==> config.mk <==
export PLATFORM = sky130hd
export DESIGN_NAME = hat_usage
export DESIGN_NICKNAME = d
export VERILOG_FILES = /design/src/hdl/heap_allocation_tracker_assert.svh /design/src/hdl/hat_pkg.sv /design/src/hdl/hat_usage.sv
export SDC_FILE = /design/constraint.sdc
export NUM_CORES = 1
export LEC_CHECK = 0
export ABC_AREA = 0
export ABC_CLOCK_PERIOD_IN_PS = 3000
export BUFFER_PORTS_ARGS = -buffer_cell sky130_fd_sc_hd__buf_2
export CAP_MARGIN = 20
export CORE_MARGIN = 8
export CORE_UTILIZATION = 50
export CTS_CLUSTER_SIZE = 40
export DETAILED_ROUTE_END_ITERATION = 16
export PLACE_DENSITY = 0.77
export SYNTH_ARGS = -nofsm -noshare
export SYNTH_HDL_FRONTEND = slang
export SYNTH_SLANG_ARGS = --single-unit
==> constraint.sdc <==
create_clock -name clk -period 3 [get_ports clk]
set_input_delay 0.45 -clock clk [delete_from_list [all_inputs] [get_ports clk]]
set_output_delay 0.45 -clock clk [all_outputs]
set_load 0.03 [all_outputs]
==> src/hdl/heap_allocation_tracker_assert.svh <==
// Assertion macros for the heap allocation tracker.
`ifndef HEAP_ALLOCATION_TRACKER_ASSERT_SVH
`define HEAP_ALLOCATION_TRACKER_ASSERT_SVH
`ifndef SYNTHESIS
// Same-cycle implication, sampled on clk, off during reset.
`define HAT_ASSERT_IMPL(lbl, ante, cons) \
	lbl: assert property (@(posedge clk) disable iff (!arst_n) (ante) |-> (cons)) \
		else $error("hat assertion failed");
// Next-cycle implication, sampled on clk, off during reset.
`define HAT_ASSERT_NEXT(lbl, ante, cons) \
	lbl: assert property (@(posedge clk) disable iff (!arst_n) (ante) |=> (cons)) \
		else $error("hat assertion failed");
`else
`define HAT_ASSERT_IMPL(lbl, ante, cons)
`define HAT_ASSERT_NEXT(lbl, ante, cons)
`endif
`endif

==> src/hdl/hat_pkg.sv <==
// Types and codes shared by the heap allocation tracker modules.
`timescale 1ns / 1ps
package hat_pkg;

	typedef enum logic [1:0] {
		CMD_ALLOC   = 2'd0,
		CMD_FREE    = 2'd1,
		CMD_REALLOC = 2'd2,
		CMD_WMARK   = 2'd3
	} cmd_t;

	typedef enum logic [1:0] {
		ST_DONE      = 2'd0,
		ST_NULL      = 2'd1,
		ST_FULL      = 2'd2,
		ST_UNTRACKED = 2'd3
	} status_t;

	// slot table write controls
	typedef struct packed {
		logic wr_mem;   // write address and size
		logic set_vld;  // mark slot occupied
		logic clr_vld;  // mark slot empty
	} slot_op_t;

	// usage counter controls
	typedef struct packed {
		logic apply;    // usage += add - sub
		logic raise;    // watermark follows usage if above
		logic copy;     // watermark takes usage
	} usage_op_t;

endpackage

==> src/hdl/hat_usage.sv <==
// Current usage and high watermark counters.
`timescale 1ns / 1ps
module hat_usage import hat_pkg::*; #(
	parameter int SIZE_WIDTH = 32
) (
	input  logic                  clk,
	input  logic                  arst_n,
	input  usage_op_t             op,
	input  logic [SIZE_WIDTH-1:0] add_amt,
	input  logic [SIZE_WIDTH-1:0] sub_amt,
	output logic [SIZE_WIDTH-1:0] usage_q,
	output logic [SIZE_WIDTH-1:0] peak_q
);

	always_ff @(posedge clk or negedge arst_n) begin
		if (!arst_n) begin
			usage_q <= '0;
			peak_q  <= '0;
		end else begin
			// wraps modulo 2^SIZE_WIDTH
			if (op.apply)
				usage_q <= usage_q + add_amt - sub_amt;
			if (op.copy)
				peak_q <= usage_q;
			else if (op.raise && (usage_q > peak_q))
				peak_q <= usage_q;
		end
	end

endmodule

==> results by group, run 1 <==
Placed design
  • Routability Congestion: between 0.9 and 1
  • Worst slack at placement: -441 ps
  • Placed cells: between 900 and 1000
  • Port Buffer Count: around 130
  • DP HPWL: 13400 um

Synth
  • Synth cell types: 63
  • Syn nets: 819
  • EDFF count, synth: 0
  • Synth Instances: 655
  • Synthesized area per cell: 9.02 um2
  • Yosys warnings: 0
  • Seq cells post-synth: 64
  • Seq/Total Area, Yosys: 27.1%
  • Post-synth ARST share: between 90% and 100%
  • Post-Syn Area: a little under 6000 um2
  • Ys flop type: dfrtp_1

Setup path
  • Worst path arrival time: between 3000 and 4000 ps
  • CP Class: reg2reg
  • Worst R2R Setup Slack: -140 ps
  • Worst Path Required: 3210 ps
  • Setup crit end: usage_q[25]$_DFFE_PN0P_
  • Crit. End Element: flip-flop
  • Critical Path Fanout Max: 3
  • CP Buf/Inv Count: 2
  • Worst Reg-to-Reg Cells: 12
  • Critical path depth: 12
  • Worst Setup SP: usage_q[1]$_DFFE_PN0P_
  • Delay-heaviest family, CP: compound AO/OA/AOI/OAI gates
  • Crit-path cells: inv_2, fa_1, inv_1, ha_4, a211oi_4, o21bai_2, o2111a_2, o211ai_4, o211ai_1, a31oi_1, nor4b_1, or3_1
  • Largest stage delay, worst path: 550 ps
  • Critical path startpoint category: flip-flop
  • Worst path slowest cell: fa_1
  • Critical R2R Capture: usage_q[25]$_DFFE_PN0P_
  • Origin of the critical flop-to-flop path: usage_q[1]$_DFFE_PN0P_

Timing
  • Clock skew: between 6 and 7 ps
  • Setup ws final: -140 ps
  • Worst Max-Slew Pin Slew: 620 ps
  • Unrepaired setup endpoints after global routing: true
  • Final TNS setup: -528 ps
  • Hold slack: 159 ps
  • Final period util: 105%
  • Highest Clock Rate: 0.318 GHz
  • Rel. slew slack: around three fifths
  • Fin. Hold Viols: 0
  • Final min period: ~3100 ps
  • Final setup viols: 6
  • Max-slew violations: 0

Clock network
  • Clock tree buffer depth: 2
  • Worst-path clk slew: around 60 ps
  • Num CTS Buffers: 9
  • Clock tree root driver cell: clkbuf_16
  • CTS tree: built
  • Max H-tree Level: 3
  • Clk_lat worst skew: 330 ps
  • CTS Sinks: 64

Min path
  • Hold Path Class: in2async

Routing
  • Final wirelength: 17300 um
  • Drt drc: 0
  • Pre-antenna DRT Iters: 4
  • DR WL/cell: about 17 um
  • Initial DRC count: slightly below 300
  • Via count: 5543
  • Avg Vias per Cell: between 5 and 6
  • Antenna-violating nets left: 0

Run
  • Max Cap Viol: 0

GRT
  • Total GRT Usage: 21.4%
  • Vias in the first global route: 5986
  • Global-route wire length before repair: 27900 um
  • Largest net degree at the start of global routing: 37
  • Initial antenna violation count: 0
  • Grt ovf: 0

Floorplanning
  • Die Wd: ~120 um
  • Core Rows: 39
  • DIE HEIGHT: 125 um
  • Die area: 15500 um2
  • Initial cell density of the core: 51.5%
  • Ports: around 130
  • Placeable Area: 11500 um2

Finish
  • Area delta synth->final: 36.8%
  • # diodes: 0
  • Share of layout cells above drive strength 1: roughly 37%
  • Commonest non-fill, non-tap cell in the layout: inv_1
  • Final std cells w/o fill: 1035
  • Count of nets after finishing: ~1100
  • Commonest cells after routing, fill and taps aside: inv_1, buf_2, buf_4

Status
  • Outcome: complete, but fails checks
  • Failing checks: setup timing
registers in the layout (all words and copies together) (netlist names):
name,cells
usage_q,32
peak_q,32
timing repair:
| action | in CTS | in global routing |
|---|---|---|
| endpoints found under the setup margin | 12 | 34 |
| buffers inserted | 9 | 14 |
| pin swaps | 13 | 24 |
| gates resized for setup | 14 | 33 |
| hold buffers | 0 | 0 |
cell type report:
cell class | count | area, um2
Multi-Input combinational cell | 415 | 3910
Clock buffer | 10 | 239
Timing Repair Buffer | 236 | 1450
Inverter | 161 | 604
Tap cell | 143 | 179
Clock inverter | 6 | 82.6
Fill cell | 836 | 3390
Sequential cell | 64 | 1620
cells in the mapped netlist, types with 7 or more instances:
library cell	instances	area, um2
fa_1	31	621
ha_1	64	801
xnor2_1	13	114
o21ai_0	35	175
mux2i_1	39	390
a21oi_1	32	160
nand2_1	37	139
nor2_1	21	78.8
nand4_1	11	68.8
a21o_1	29	218
o211ai_1	7	52.6
a31oi_1	8	50.1
dfrtp_1	64	1600
inv_1	161	604
xor2_1	11	96.3
how the worst min path moves through the flow:
stage                                      start                 endpoint  slack, ps  cells after the start
after floorplan                           arst_n    peak_q[0]$_DFFE_PN0P_        150                      0
after global placement    peak_q[31]$_DFFE_PN0P_   peak_q[31]$_DFFE_PN0P_        520                      1
after detailed placement                  arst_n  usage_q[29]$_DFFE_PN0P_        530                      2
after CTS                                 arst_n  usage_q[28]$_DFFE_PN0P_        180                      2
after global routing                      arst_n  usage_q[28]$_DFFE_PN0P_        210                      2
final                                     arst_n  usage_q[29]$_DFFE_PN0P_        160                      2
layer usage:
| layer | share of wire [%] | track usage, % | vias to the layer above |
|---|---|---|---|
| li1 | - | - | 2644 |
| met1 | 42 | 25.1 | 2680 |
| met2 | 51 | 38.2 | 199 |
| met3 | 5.3 | 4.09 | 20 |
| met4 | 1.4 | 6.95 | 0 |
| met5 | 0 | 0 | - |
through the flow:
stage | utilization, % | instance area, um2
6_report | 70.5 | 8080
5_1_grt | 70.5 | 8080
4_1_cts | 68.1 | 7810
3_5_place_dp | 64.2 | 7360
3_3_place_gp | 64.2 | 7360
2_1_floorplan | - | 6030
cell families (layout without fill, tap and decap cells):
family | count (synthesis) | in the layout | share of synthesized area (%)
AOI/OAI and AO/OA | 153 | 153 | 17.3
and+or+nand+nor | 102 | 102 | 8.54
adders and majority gates | 95 | 95 | 24.1
buffers and inverters | 176 | 413 | 12.4
DFF | 64 | 64 | 27.1
xor gates and xnor gates | 24 | 24 | 3.56
muxes | 41 | 41 | 6.99
Power of run 1 is left out: the tool's default activity adds up to more than one toggle a clock period on the data nets, which glitch-free logic cannot reach.
==> inputs of run 2 (changes only) <==
- BUFFER_PORTS_ARGS: -buffer_cell sky130_fd_sc_hd__buf_2 -> -buffer_cell sky130_fd_sc_hd__buf_4
==> run 2 against run 1 <==
Effect of this change: the run still ends with setup timing left; core utilization increased by 2.4 points; final cell count down 0.19%; wire length decreased by 0.11%; critical path depth did not move; first-iteration DRC count decreased by 3.4%; non-clock buffer count decreased by 2; highest routed layer unchanged.
==> results by group, run 2 (synthesis gave the netlist of run 1 again) <==
Routing
  • DR WL/cell: 16.7 um (about the same)
  • Antenna-violating nets left: 0 (unchanged)
  • Via count: 5468 (-1.4%)
  • Initial DRC count: 280 (-3.4%)
  • Final wirelength: 17300 um (-0.11%)
  • Met2 wire length: 8760 um (-1.1%)
  • Drt drc: 0 (unchanged)
  • Top sig layer: met4
  • Avg Vias per Cell: 5.29 (-1.2%)
  • Pre-antenna DRT Iters: 4 (unchanged)
  • WL met3: 977 um (+5.9%)
  • M1 WL: 7200 um (-1.2%)

Setup path
  • Worst Path Required: 3240 ps (+30 ps)
  • Critical Path Fanout Max: 5 (+2)
  • Worst path arrival time: 3340 ps (about the same)
  • Crit. End Element: flip-flop
  • CP Class: reg2reg
  • Critical path startpoint category: flip-flop

Clock network
  • Clk_lat worst skew: 330 ps (about the same)
  • Hold_buf cts: 0 (unchanged)
  • CTS tree: built
  • CTS Sinks: 64 (unchanged)
  • Num CTS Buffers: 9 (unchanged)
  • Worst-path clk slew: 60 ps (about the same)
  • Clock tree buffer depth: 2 (unchanged)
  • Max H-tree Level: 3 (unchanged)
  • Clock tree root driver cell: clkbuf_16

Timing
  • Worst Max-Slew Pin Slew: 885 ps (+265 ps)
  • Final min period: 3100 ps (-38.5 ps)
  • Max-slew violations: 0 (unchanged)
  • Highest Clock Rate: 0.322 GHz (+1.2%)
  • Fin. Hold Viols: 0 (unchanged)
  • Final period util: 103% (-1.3 points)
  • Clock skew: 7.92 ps (+1.14 ps)
  • Rel. slew slack: 41.0% (-18 points)
  • Final setup viols: 8 (+2)
  • Hold slack: 225 ps (+65.9 ps)
  • Unrepaired setup endpoints after global routing: true
  • Setup ws final: -102 ps (+38.5 ps)

Placed design
  • Port Buffer Count: 132 (unchanged)
  • Post-placement cell area: 7750 um2 (+5.3%)
  • Worst slack at placement: -365 ps (+75.5 ps)
  • DP HPWL: 13400 um (-0.11%)
  • Routability Congestion: 0.916 (-2.0%)

Floorplanning
  • Core Rows: 39 (unchanged)
  • DIE HEIGHT: 125 um (unchanged)
  • Die area: 15500 um2 (unchanged)
  • Ports: 133 (unchanged)
  • Initial cell density of the core: 51.5% (unchanged)
  • Die Wd: 125 um (unchanged)
  • Placeable Area: 11500 um2 (unchanged)

Finish
  • Count of nets after finishing: 1049 (-0.19%)
  • Commonest cells after routing, fill and taps aside: buf_4, inv_1, dfrtp_1
  • Top flop regs: peak_q x32, usage_q x32
  • Share of layout cells above drive strength 1: 35.8% (-1.0 points)
  • Area delta synth->final: 41.4%
  • Commonest non-fill, non-tap cell in the layout: buf_4
  • Final Instance Area: 8350 um2 (+3.4%)
  • # diodes: 0 (unchanged)

Status
  • Failing checks: setup timing
  • Outcome: complete, but fails checks

GRT
  • Global-route wire length before repair: 28500 um (+2.0%)
  • Largest net degree at the start of global routing: 65 (+76%)
  • Grt ovf: 0 (unchanged)
  • Total GRT Usage: 21.9% (+0.56 points)
  • Initial antenna violation count: 0 (unchanged)
  • Vias in the first global route: 5913 (-1.2%)

Min path
  • Hold Path Class: in2async

Run
  • Max Cap Viol: 0 (unchanged)
-- run 2: area by class of cell --
class | count | area [um2]
Clock buffer | 13 | 260
Clock inverter | 3 | 40.0
Fill cell | 797 | 3120
Inverter | 161 | 604
Multi-Input combinational cell | 415 | 3880
Sequential cell | 64 | 1620
Tap cell | 143 | 179
Timing Repair Buffer | 234 | 1770
-- run 2: path summary, 6_finish.rpt --
check	startpoint	endpoint	slack, ps	depth (start not counted)
worst max-delay path	usage_q[1]$_DFFE_PN0P_	usage_q[28]$_DFFE_PN0P_	-100	12
worst max register to register	usage_q[1]$_DFFE_PN0P_	usage_q[28]$_DFFE_PN0P_	-100	12
max in group asynchronous	arst_n	usage_q[0]$_DFFE_PN0P_	2120	1
worst min register to register	usage_q[31]$_DFFE_PN0P_	usage_q[31]$_DFFE_PN0P_	530	1
min in group clk	add_amt[0]	usage_q[0]$_DFFE_PN0P_	460	4
worst min-delay path	arst_n	peak_q[26]$_DFFE_PN0P_	230	1
-- run 2: per-layer routing --
layer	global-route usage (%)	vias up
li1	-	2640
met1	26.2	2644
met2	38.6	154
met3	4.26	30
met4	6.95	0
met5	0	-
-- run 2: timing repair --
item / in CTS / in global routing
pin swaps: 12 / 23
buffers inserted: 5 / 10
endpoints found under the setup margin: 13 / 18
resized for setup: 13 / 21
-- run 2: per-stage QoR --
stage / std cells / TNS, ps / util (%)
floorplan: 655 / -145 / -
global placement: 1002 / -3630 / 67.6
detailed placement: 1002 / -3900 / 67.6
CTS: 1023 / -128 / 71.2
global route: 1033 / -2250 / 72.8
finish: 1033 / -420 / 72.8
-- run 2: worst max-delay path: stages, from the launching register on --
cell and delay, ps:
dfrtp_2 410, inv_2 70, fa_1 450, fa_2 370, and2b_1 230, o2111ai_2 130, a21oi_2 190, o211ai_1 250
a21boi_2 300, buf_4 150, o211ai_1 100, a211o_1 280, o211ai_1 90
Power of run 2 is left out for the same reason.
